File: config.mk
export PLATFORM = sky130hd
export DESIGN_NAME = rgb_led_timed_blinker_top
export DESIGN_NICKNAME = d
export VERILOG_FILES = /design/src/rtl/rlb_pkg.sv /design/src/rtl/rgb_led_timed_blinker_top.sv
export SDC_FILE = /design/constraint.sdc
export NUM_CORES = 1
export LEC_CHECK = 0
export BUFFER_PORTS_ARGS = -buffer_cell sky130_fd_sc_hd__buf_2
export CORE_UTILIZATION = 39
export DETAILED_ROUTE_END_ITERATION = 12
export PLACE_DENSITY = 0.57
export SLEW_MARGIN = 20
export SYNTH_ARGS = -nofsm -noshare
export SYNTH_HDL_FRONTEND = slang
export SYNTH_SLANG_ARGS = --single-unit
File: constraint.sdc
create_clock -name clk -period 8.6 [get_ports clk]
set_input_delay 1.29 -clock clk [delete_from_list [all_inputs] [get_ports clk]]
set_output_delay 1.29 -clock clk [all_outputs]
set_load 0.03 [all_outputs]
File: src/rtl/rlb_pkg.sv
// Shared types and codes for the timed RGB LED blinker.
package rlb_pkg;

  typedef enum logic [1:0] {
    MODE_TICK  = 2'd0,
    MODE_SOLID = 2'd1,
    MODE_BLINK = 2'd2,
    MODE_NONE  = 2'd3
  } mode_t;

  typedef enum logic [1:0] {
    RATE_SLOW   = 2'd0,
    RATE_NORMAL = 2'd1,
    RATE_FAST   = 2'd2,
    RATE_EXTRA  = 2'd3
  } rate_t;

  typedef enum logic [1:0] {
    REG_SLOW_PERIOD   = 2'd0,
    REG_NORMAL_PERIOD = 2'd1,
    REG_FAST_PERIOD   = 2'd2,
    REG_UNUSED        = 2'd3
  } reg_index_t;

  localparam int unsigned InDataWidth  = 72;
  localparam int unsigned OutDataWidth = 32;
  localparam int unsigned CfgDataWidth = 16;
  localparam int unsigned CfgIdxWidth  = 2;

  localparam logic [15:0] SlowPeriodReset   = 16'd1000;
  localparam logic [15:0] NormalPeriodReset = 16'd500;
  localparam logic [15:0] FastPeriodReset   = 16'd250;

  typedef struct packed {
    logic [7:0] red;
    logic [7:0] green;
    logic [7:0] blue;
  } colour_t;

  localparam colour_t ColourDark = '{red: 8'd0, green: 8'd0, blue: 8'd0};

endpackage

File: src/rtl/rgb_led_timed_blinker_top.sv
// Timed RGB LED blinker: tick-driven solid and blink commands with a registered result.
//
//  channel | dir | handshake                 | payload
//  --------+-----+---------------------------+------------------------------------------
//  s_*     | in  | s_tvalid / s_tready       | tuser mode, tdata colours, duration, rate
//  m_*     | out | m_tvalid / m_tready       | tdata levels, accepted, running
//  cfg_*   | in  | cfg_valid / cfg_ready     | cfg_index, cfg_data (blink half-periods)
//
// One item a cycle: the state update and result are one pass of logic into the
// result register, so a result appears the cycle after its item is taken.
// s_tready is high while the result register is empty or being drained this cycle.
// A stalled result holds, and the input stalls behind it; cfg_ready is always high.
// Synchronous reset clears the LED state, restores the default periods and drops m_tvalid.
module rgb_led_timed_blinker_top (
  input  logic                              clk,
  input  logic                              rst,
  input  logic                              s_tvalid,
  output logic                              s_tready,
  // tuser: mode[1:0]
  input  logic [1:0]                        s_tuser,
  // tdata: first_red[7:0], first_green[15:8], first_blue[23:16], second_red[31:24],
  //        second_green[39:32], second_blue[47:40], duration_ms[63:48],
  //        rate_select[65:64], zero[71:66]
  input  logic [rlb_pkg::InDataWidth-1:0]   s_tdata,
  output logic                              m_tvalid,
  input  logic                              m_tready,
  // tdata: red_level[7:0], green_level[15:8], blue_level[23:16], accepted[24],
  //        running[25], zero[31:26]
  output logic [rlb_pkg::OutDataWidth-1:0]  m_tdata,
  input  logic                              cfg_valid,
  output logic                              cfg_ready,
  input  logic [rlb_pkg::CfgIdxWidth-1:0]   cfg_index,
  input  logic [rlb_pkg::CfgDataWidth-1:0]  cfg_data
);
  import rlb_pkg::*;

  // blink half-periods
  logic [15:0] slow_period;
  logic [15:0] normal_period;
  logic [15:0] fast_period;

  // LED state
  logic [15:0] remaining_ms, remaining_ms_next;
  logic [15:0] blink_countdown, blink_countdown_next;
  logic        active_flag, active_flag_next;
  logic        blink_enabled, blink_enabled_next;
  logic        show_second, show_second_next;
  logic [15:0] chosen_period, chosen_period_next;
  colour_t     first_colour, first_colour_next;
  colour_t     second_colour, second_colour_next;
  colour_t     drive_colour, drive_colour_next;
  logic        taken_next;

  // result register
  colour_t     res_colour;
  logic        res_accepted;
  logic        res_running;

  mode_t       in_mode;
  rate_t       in_rate;
  colour_t     in_first;
  colour_t     in_second;
  logic [15:0] in_duration;
  logic [15:0] rate_period;
  logic        busy;
  logic        s_accept;

  assign in_mode     = mode_t'(s_tuser);
  assign in_first    = '{red: s_tdata[7:0], green: s_tdata[15:8], blue: s_tdata[23:16]};
  assign in_second   = '{red: s_tdata[31:24], green: s_tdata[39:32], blue: s_tdata[47:40]};
  assign in_duration = s_tdata[63:48];
  assign in_rate     = rate_t'(s_tdata[65:64]);

  assign s_tready  = !m_tvalid || m_tready;
  assign s_accept  = s_tvalid && s_tready;
  assign cfg_ready = 1'b1;

  always_comb begin
    case (in_rate)
      RATE_SLOW:   rate_period = slow_period;
      RATE_NORMAL: rate_period = normal_period;
      default:     rate_period = fast_period;
    endcase
  end

  assign busy = active_flag && (remaining_ms != 16'd0);

  always_comb begin
    remaining_ms_next    = remaining_ms;
    blink_countdown_next = blink_countdown;
    active_flag_next     = active_flag;
    blink_enabled_next   = blink_enabled;
    show_second_next     = show_second;
    chosen_period_next   = chosen_period;
    first_colour_next    = first_colour;
    second_colour_next   = second_colour;
    drive_colour_next    = drive_colour;
    taken_next           = 1'b0;
    case (in_mode)
      MODE_TICK: begin
        if (active_flag) begin
          if (remaining_ms == 16'd0) begin
            // duration over: go dark and clear
            remaining_ms_next    = 16'd0;
            blink_countdown_next = 16'd0;
            active_flag_next     = 1'b0;
            blink_enabled_next   = 1'b0;
            show_second_next     = 1'b0;
            chosen_period_next   = 16'd0;
            first_colour_next    = ColourDark;
            second_colour_next   = ColourDark;
            drive_colour_next    = ColourDark;
          end else begin
            remaining_ms_next = remaining_ms - 16'd1;
            if (blink_enabled) begin
              if (blink_countdown == 16'd0) begin
                drive_colour_next    = show_second ? second_colour : first_colour;
                show_second_next     = !show_second;
                blink_countdown_next = chosen_period;
              end else begin
                blink_countdown_next = blink_countdown - 16'd1;
              end
            end
          end
        end
      end
      MODE_SOLID, MODE_BLINK: begin
        if (!busy) begin
          taken_next        = 1'b1;
          active_flag_next  = 1'b1;
          remaining_ms_next = in_duration;
          first_colour_next = in_first;
          drive_colour_next = in_first;
          if (in_mode == MODE_BLINK) begin
            blink_enabled_next   = 1'b1;
            second_colour_next   = in_second;
            chosen_period_next   = rate_period;
            blink_countdown_next = rate_period;
            show_second_next     = 1'b1;
          end
        end
      end
      default: begin
        // unused mode: no time passes
      end
    endcase
  end

  always_ff @(posedge clk) begin
    if (rst) begin
      slow_period   <= SlowPeriodReset;
      normal_period <= NormalPeriodReset;
      fast_period   <= FastPeriodReset;
    end else if (cfg_valid && cfg_ready) begin
      case (reg_index_t'(cfg_index))
        REG_SLOW_PERIOD:   slow_period   <= cfg_data;
        REG_NORMAL_PERIOD: normal_period <= cfg_data;
        REG_FAST_PERIOD:   fast_period   <= cfg_data;
        default: begin
          // drop writes beyond the register list
        end
      endcase
    end
  end

  always_ff @(posedge clk) begin
    if (rst) begin
      remaining_ms    <= 16'd0;
      blink_countdown <= 16'd0;
      active_flag     <= 1'b0;
      blink_enabled   <= 1'b0;
      show_second     <= 1'b0;
      chosen_period   <= 16'd0;
      first_colour    <= ColourDark;
      second_colour   <= ColourDark;
      drive_colour    <= ColourDark;
    end else if (s_accept) begin
      remaining_ms    <= remaining_ms_next;
      blink_countdown <= blink_countdown_next;
      active_flag     <= active_flag_next;
      blink_enabled   <= blink_enabled_next;
      show_second     <= show_second_next;
      chosen_period   <= chosen_period_next;
      first_colour    <= first_colour_next;
      second_colour   <= second_colour_next;
      drive_colour    <= drive_colour_next;
    end
  end

  always_ff @(posedge clk) begin
    if (rst) begin
      m_tvalid <= 1'b0;
    end else if (s_accept) begin
      m_tvalid <= 1'b1;
    end else if (m_tready) begin
      m_tvalid <= 1'b0;
    end
  end

  always_ff @(posedge clk) begin
    if (s_accept) begin
      res_colour   <= drive_colour_next;
      res_accepted <= taken_next;
      res_running  <= active_flag_next;
    end
  end

  assign m_tdata = {6'd0, res_running, res_accepted,
                    res_colour.blue, res_colour.green, res_colour.red};

endmodule

# Yosys cells after proc, flatten, opt, wreduce, memory -nomap -nowiden
# Index checks and enable logic that the tools add are counted.
[word_totals] in_bits=97 output_inout_bits=35 regBits=198 word_cells=105
[classes] reduce_logical=22 addsub=2 eq_ne=11 n_mux=46
[op_table] operator="24-bit 2-to-1 mux" n=11
[op_table] operator="16-bit 2-to-1 mux" n=11
[op_table] operator="24-bit case mux with 2 select lines" n=3
[op_table] operator="16-bit case mux with 2 select lines" n=4
[op_table] operator="16-bit zero test" n=2
[op_table] operator="16-bit by 1-bit subtractor with 16-bit output, second input constant" n=2
[op_table] operator="16-bit nonzero test" n=1
[op_table] operator="1-bit 2-to-1 mux" n=14
[op_table] operator="6-bit AND reduction" n=2
[op_table] operator="2-bit inequality test, second input constant" n=4
[op_table] operator="7-bit AND reduction" n=1
[op_table] operator="2-bit by 1-bit equality test with 1-bit output, second input constant" n=3
[op_table] operator="2-bit zero test" n=3
[op_table] operator="3-bit inequality test, second input constant" n=2
[op_table] operator="1-bit case mux with 2 select lines" n=3
[op_table] operator="2-bit AND reduction" n=3
[op_table] operator="5-bit AND reduction" n=1
[op_table] operator="2-bit equality test, second input constant" n=2
[op_table] operator="4-bit AND reduction" n=1
[op_table] operator="2-bit nonzero test" n=2
[op_table] operator="1-bit logical AND" n=2
[op_table] operator="1-bit zero test" n=2
[op_table] operator="2-bit OR reduction" n=1
[op_table] operator="1-bit logical OR" n=1

# Longest topological paths before layout
# Gate-level depths: netlist (run 1).
[logic_depth] ltp_word=6 ltp_mapped=11 depth_no_buf=8

# Worst setup path before layout (run 1)
# OpenSTA, ideal clock, no wires.
[synth_timing] kind="input -> register" start="in s_tuser[1]" end="reg blink_countdown[13]" path_buffers=2 setup_ns=0.091 required_time_ns=8.509 path_slack_ns=5.193 stages=10 t_arrival_ns=3.316 path_cell_list="inv_1 ha_1 clkbuf_1 mux2_2 nand3_1 o31a_1 a311oi_2 buf_4 nor2_1 a311oi_1"
[synth_between] elab_chain_cells=4 elab_cells_between_ends=11 cone_classes="eq/ne (6); mux (1); reduce/logical (4)"
[synth_rtl] element="start: declaration" line_no="rgb_led_timed_blinker_top.sv:20" text="input logic [1:0] s_tuser,"
[synth_rtl] element="2-bit equality test or 2-bit by 1-bit equality test with 1-bit output (tied branches)" line_no="rgb_led_timed_blinker_top.sv:99, rgb_led_timed_blinker_top.sv:134"
[synth_rtl] element="2-bit OR reduction" line_no="rgb_led_timed_blinker_top.sv:99" text="case (in_mode)"
[synth_rtl] element="2-bit inequality test (no line) or 2-bit nonzero test (tied branches)"
[synth_rtl] element="6-bit AND reduction (no line)"
[synth_rtl] element="end signal: assignment" line_no="rgb_led_timed_blinker_top.sv:179" text="blink_countdown <= blink_countdown_next;"
[synth_rtl] element="end: declaration" line_no="rgb_led_timed_blinker_top.sv:44" text="logic [15:0] blink_countdown, blink_countdown_next;"
# Several ways; a longest one is shown, not always the timed one.
# A chain may end at the register's enable or synchronous reset.

# Worst setup path in the final report (run 1)
[layout_timing] start="in s_tuser[0]" end="reg chosen_period[2]"
[layout_between] elab_chain_cells=4 elab_cells_between_ends=11 cone_classes="eq/ne (6); mux (1); reduce/logical (4)"
[layout_rtl] element="2-bit equality test or 2-bit by 1-bit equality test with 1-bit output (tied branches)" line_no="rgb_led_timed_blinker_top.sv:99, rgb_led_timed_blinker_top.sv:134"
[layout_rtl] element="2-bit OR reduction" line_no="rgb_led_timed_blinker_top.sv:99"
[layout_rtl] element="2-bit inequality test (no line) or 2-bit nonzero test (tied branches)"
[layout_rtl] element="6-bit AND reduction (no line)"
[layout_rtl] element="end signal: assignment" line_no="rgb_led_timed_blinker_top.sv:183" text="chosen_period <= chosen_period_next;"
[layout_rtl] element="end: declaration" line_no="rgb_led_timed_blinker_top.sv:48" text="logic [15:0] chosen_period, chosen_period_next;"
# Several ways; a longest one is shown, not always the timed one.

==> results by group, run 1 <==
Run status
  • Status: finished clean

Die
  • CORE AREA: about 24000 sq um
  • Die area: 25700 sq um
  • I/O pin count: 132
  • Horiz. Die Dim: 160 um
  • Die height: 160 um
  • Std-Cell Rows: 57
  • Initial Util: 39.9%

STA
  • Worst slew margin: 29.7%
  • Final setup TNS: 0 ns
  • Final-report max-slew violation count: 0
  • Tmin final: 4.30 ns
  • Post-route clock skew: 0.0184 ns
  • Measured slew at the worst slew-check pin: 1.05 ns
  • Fmax: 0.232 GHz
  • Final hold violation count: 0
  • Hold Slack: ~0.45 ns
  • Final Cycle Share: 50.0%
  • RSZ-0062 raised after global routing: false
  • Finish-stage setup viols: 0
  • Setup ws final: 4.30 ns

Logic synthesis
  • Mean Syn Cell Area: 8.44 sq um
  • Post-synth EDFFs: 26
  • Synth cell types: 70
  • Flop and latch count out of synthesis: 198
  • Largest cells by area after synthesis: dfxtp_1, nand2_1, edfxtp_1, a21oi_1, a221o_1
  • Main synth FF type: dfxtp_1
  • Synthesized instance count: roughly 1200
  • Cell Area, Synth: 9760 sq um
  • Register area share after synthesis: 43.3%
  • Ys Warns: 0
  • Ys async rst share: 0%
  • Yosys top cell by area: dfxtp_1
  • Share of the synthesized area in the top cell type: 35.3%

Setup path
  • Crit Path Category: primary input to flip-flop
  • CP startpoint kind: primary input
  • CP cell instances: buf_2 -> inv_1 -> ha_4 -> mux2_2 -> nand3_1 -> o31ai_4 -> nand3b_1 -> buf_4 -> or2_0 -> a21oi_1
  • Reg2reg path depth: 9
  • Setup crit end: chosen_period[2]$_SDFFE_PP0P_
  • Max stage delay on crit path: 0.76 ns
  • FF-to-FF setup slack: ~4.7 ns
  • CP Capture Type: flip-flop
  • Crit-path slowest cell: nand3b_1
  • Crit path required time: 8.96 ns
  • Worst-path fanout max: 37
  • Critical Path AT: 4.66 ns
  • Critical path origin: s_tuser[0]
  • Worst R2R End: chosen_period[2]$_SDFFE_PP0P_
  • R2r startpoint: remaining_ms[0]$_SDFFE_PP0P_

Placement
  • Final HPWL DP: around 16000 um
  • Final Wtd Congestion: 0.784
  • DP Worst Slack: 3.83 ns
  • Port-buffer cells: 118

Power and ir drop
  • Power Dens Cells: 233 nW/um^2
  • Lkg Pwr: 4.21 nW
  • VDD IR max: 0.104 mV
  • PnR Total Power: 2.58 mW

Clocking
  • CTS tree: yes
  • Clock sinks: ~200
  • CTS buffer count: 17
  • Clock Path Buffers: 2
  • H-tree Lvls: 4
  • Post-cts hold buffer count: 0
  • Worst-skew pair later-pin latency: 0.45 ns
  • Clock transition at the registers of the reported paths: ~0.080 ns
  • Post-CTS sizing: 0
  • Clk root buf: clkbuf_16
  • Setup Fix Bufs, Post-CTS: 0

Global routing
  • Vias in the first global route: 8025
  • Antenna violations before repair: 2
  • First-pass GRT wire length: 43700 um
  • Congestion Overflow GR: 0
  • Tot GR Track Use: a little over a fifth
  • Largest net degree at the start of global routing: 80

Route
  • Routed vias/inst: 5.45
  • DRT Pass-1 Iters: 5
  • Detailed Route Iter0 Violations: roughly 650
  • Avg WL per Cell: 17.4 um
  • DRC Markers: 0
  • Vias: 8461
  • WL final: 27100 um
  • Post-route ant nets: 0

Layout
  • FF+latch area: ~4200 sq um
  • Most frequent cells in the layout: nand2_1, dfxtp_1, a21oi_1, buf_2, nand3_1
  • Multi-input logic area: approximately 5000 sq um
  • Post-layout util: a little under half
  • Final nets: 1317
  • Share of cells above drive strength 1: 19.9%
  • Fillcell total: 2431
  • Commonest non-fill, non-tap cell in the layout: nand2_1
  • Area delta synth->final: 13.6%

Min path
  • Min-delay worst type: flip-flop to flip-flop

Job
  • Max-cap viol count: 0
## power breakdown
part	switching, mW	leakage, nW	total, mW	internal [mW]
logic	0.458	2.24	0.704	0.246
registers	0.0488	1.66	1.05	1.00
clock network	0.428	0.302	0.829	0.400
total	0.935	4.21	2.58	1.65
## layer usage
layer | up-vias | wire, um | GRT usage [%]
li1 | 4220 | - | -
met1 | 3982 | 12700 | 29.0
met2 | 236 | 12600 | 34.5
met3 | 23 | 1400 | 3.64
met4 | 0 | 319 | 5.89
met5 | - | 0 | 0
## worst max-delay path: cells and delay by family
family / cells / cell delay (ns)
adder cells (fa/ha/maj): 1 / 0.49
AND/OR/NAND/NOR: 3 / 1.16
AO/OA/AOI/OAI: 2 / 0.76
multiplexers: 1 / 0.22
buffers and inverters: 3 / 0.72
## through the flow
stage,area [sq um],std cells
2_1_floorplan,9780,1162
3_3_place_gp,10500,1519
3_5_place_dp,10500,1519
4_1_cts,11100,1551
5_1_grt,11100,1552
6_report,11100,1553
## state kept, by name, indices dropped and copies added (netlist names), 24 cells and up
signal / cells
drive_colour: 24
first_colour: 24
m_tdata: 24
second_colour: 24
## how the worst min path moves through the flow
stage / startpoint / to / slack [ns] / cells past startpoint
floorplan: second_colour[0]$_SDFFE_PP0P_ / second_colour[0]$_SDFFE_PP0P_ / 0.43 / 2
global placement: first_colour[18]$_SDFFE_PP0P_ / first_colour[18]$_SDFFE_PP0P_ / 0.44 / 2
detailed placement: fast_period[13]$_SDFFE_PP0P_ / fast_period[13]$_SDFFE_PP0P_ / 0.44 / 2
CTS: first_colour[21]$_SDFFE_PP0P_ / first_colour[21]$_SDFFE_PP0P_ / 0.45 / 2
global route: first_colour[4]$_SDFFE_PP0P_ / first_colour[4]$_SDFFE_PP0P_ / 0.47 / 2
finish: first_colour[22]$_SDFFE_PP0P_ / first_colour[22]$_SDFFE_PP0P_ / 0.45 / 2
## area by class of cell
| type | count | share of cell area [%] |
|---|---|---|
| Inverter | 17 | 0.576 |
| Multi-Input combinational cell | 846 | 45.5 |
| Clock inverter | 15 | 1.81 |
| Clock buffer | 17 | 3.84 |
| Antenna cell | 2 | 0.0451 |
| Timing Repair Buffer | 134 | 6.43 |
| Tap cell | 324 | 3.66 |
| Sequential cell | 198 | 38.1 |
## cells in the mapped netlist, types with 7 or more instances
cell type  instances
a211oi_1          10
a21oi_1          146
a221o_1           48
a31oi_1            9
and2_2            19
buf_4             12
clkbuf_1          71
dfxtp_1          172
edfxtp_1          26
inv_1             17
mux2_2            35
nand2_1          243
nand2b_1          14
nand3_1           61
nand3b_1          21
nor2_1            53
nor3_1            18
nor4_1             7
o211ai_1          20
o21ai_0           11
o21ai_1            8
or2_0              9
xnor2_1            8
## cell families after synthesis
group | share of synthesized area [%]
and+or+nand+nor | 24.0
AOI/OAI and AO/OA | 20.2
DFF | 43.3
buffers and inverters | 5.81
muxes | 4.88
xor gates and xnor gates | 0.987
adders and majority gates | 0.769
other | 0.0769
Note: power is estimated with default switching activity, not from simulation.
==> run 2: changes to the inputs <==
==> constraint.sdc (replaced) <==
create_clock -name clk -period 4.1 [get_ports clk]
set_input_delay 0.615 -clock clk [delete_from_list [all_inputs] [get_ports clk]]
set_output_delay 0.615 -clock clk [all_outputs]
set_load 0.03 [all_outputs]
==> results by group, run 2 (same netlist as run 1, synthesis figures left out) <==
Run status
  • Status: finished clean

Power and ir drop
  • Int Power: about 3.5 mW
  • PnR Total Power: 5.39 mW
  • Sequential share of power: 41.0%
  • Sw power: 1.92 mW
  • Combinational power share: 28.0%
  • Lkg Pwr: between 4 and 5 nW
  • Net Sw Frac: 35.7%
  • VDD IR max: 0.206 mV
  • Power Dens Cells: 486 nW/um^2
  • Clock Power Share: 31.0%

Die
  • Die area: 25700 sq um
  • I/O pin count: 132
  • Horiz. Die Dim: 160 um
  • Std-Cell Rows: 57
  • Die height: 160 um
  • CORE AREA: 24500 sq um
  • Initial Util: 39.9%

STA
  • Setup ws final: 0.981 ns
  • Tmin final: 3.12 ns
  • Worst slew margin: 33.2%
  • Final hold violation count: 0
  • Measured slew at the worst slew-check pin: around 1 ns
  • Fmax: 0.321 GHz
  • Final Cycle Share: 76.1%
  • Post-route clock skew: 0.0169 ns
  • Final setup TNS: 0 ns
  • RSZ-0062 raised after global routing: false
  • Finish-stage setup viols: 0
  • Final-report max-slew violation count: 0

Clocking
  • Post-CTS sizing: 0
  • Post-cts hold buffer count: 0
  • Clock sinks: 198
  • CTS buffer count: 17
  • Worst-skew pair later-pin latency: 0.45 ns
  • CTS tree: yes
  • Clock transition at the registers of the reported paths: about 0.09 ns
  • Clk root buf: clkbuf_16
  • Setup Fix Bufs, Post-CTS: 0
  • Clock Path Buffers: 2
  • H-tree Lvls: 4

Layout
  • Area delta synth->final: 13.6%
  • Commonest non-fill, non-tap cell in the layout: nand2_1
  • Fillcell total: roughly 2400
  • Share of cells above drive strength 1: 20.3%
  • Most frequent cells in the layout: nand2_1, dfxtp_1, a21oi_1, buf_2, nand3_1
  • Multi-input logic area: between 5000 and 6000 sq um
  • FF+latch area: 4220 sq um
  • Final nets: around 1300

Global routing
  • Largest net degree at the start of global routing: 81
  • Antenna violations before repair: 2
  • Congestion Overflow GR: 0
  • Tot GR Track Use: 21.7%
  • First-pass GRT wire length: 44400 um
  • Vias in the first global route: approximately 8300

Setup path
  • Critical Path AT: 3.48 ns
  • CP Capture Type: flip-flop
  • Crit Path Category: flip-flop to flip-flop
  • Worst-path fanout max: 31
  • CP startpoint kind: flip-flop
  • Crit path required time: 4.46 ns

Job
  • Max-cap viol count: 0

Min path
  • Min-delay worst type: primary input to flip-flop

Route
  • Routed vias/inst: 5.47
  • Detailed Route Iter0 Violations: 586
  • Avg WL per Cell: 17.4 um
  • WL final: 27200 um
  • DRC Markers: 0
  • Vias: between 8000 and 9000
  • Post-route ant nets: 0
  • DRT Pass-1 Iters: 6

Placement
  • DP Worst Slack: 0.781 ns
  • Final HPWL DP: ~17000 um
  • Final Wtd Congestion: 0.823
  • Port-buffer cells: about 120
==> run 2: cell count changes in the layout (fill, tap and decap cells not counted), moves of 2 or more <==
| cell | before | now |
|---|---|---|
| inv_8 | 2 | 4 |
| clkinv_4 | 0 | 2 |
| buf_4 | 17 | 25 |
| clkinv_8 | 8 | 3 |
==> run 2: area by class of cell <==
type	count	area share, %
Multi-Input combinational cell	846	45.4
Clock buffer	18	3.87
Sequential cell	198	38.1
Timing Repair Buffer	142	6.97
Tap cell	324	3.66
Clock inverter	14	1.39
Antenna cell	2	0.0451
Inverter	17	0.575
==> run 2: power by group through the flow <==
stage	clock (mW)	combinational (mW)	sequential [mW]
global route	1.79	1.67	2.23
floorplan	0	1.07	2.27
finish	1.67	1.51	2.21
detailed placement	0	1.50	2.25
global placement	0	1.50	2.25
CTS	1.71	1.51	2.21
==> run 2: worst paths after layout <==
| kind | start | to | slack (ns) | cells past startpoint |
|---|---|---|---|---|
| min | cfg_data[5] | normal_period[5]$_SDFFE_PP1P_ | 0.40 | 3 |
| max reg2reg | remaining_ms[0]$_SDFFE_PP0P_ | second_colour[14]$_SDFFE_PP0P_ | 0.98 | 9 |
| max | remaining_ms[0]$_SDFFE_PP0P_ | second_colour[14]$_SDFFE_PP0P_ | 0.98 | 9 |
| min reg2reg | second_colour[22]$_SDFFE_PP0P_ | second_colour[22]$_SDFFE_PP0P_ | 0.45 | 2 |
==> run 2: worst max-delay path: stages (launching register included) <==
cell and delay (ns):
dfxtp_1 0.36, inv_1 0.07, ha_1 0.21, nor3b_1 0.37, nand4b_2 0.34, o31a_1 0.61, a211oi_4 0.28, buf_4 0.44
nand3_1 0.14, a21oi_1 0.19
==> run 2: layer usage <==
layer	wire length, um	share of wire (%)	GRT usage (%)
met5	0	0	0
met4	348	1.3	7.19
met1	12800	47	29.0
met2	12500	46	35.1
met3	1560	5.7	3.92
==> run 2: metrics by stage <==
stage / util, % / cell area [sq um] / hold slack (ns) / instances
after floorplan: - / 9780 / 0.428 / 1162
after global placement: 42.9 / 10500 / 0.435 / 1527
after detailed placement: 42.9 / 10500 / 0.442 / 1527
after CTS: 45.3 / 11100 / 0.385 / 1559
after global routing: 45.3 / 11100 / 0.398 / 1560
final: 45.3 / 11100 / 0.404 / 1561
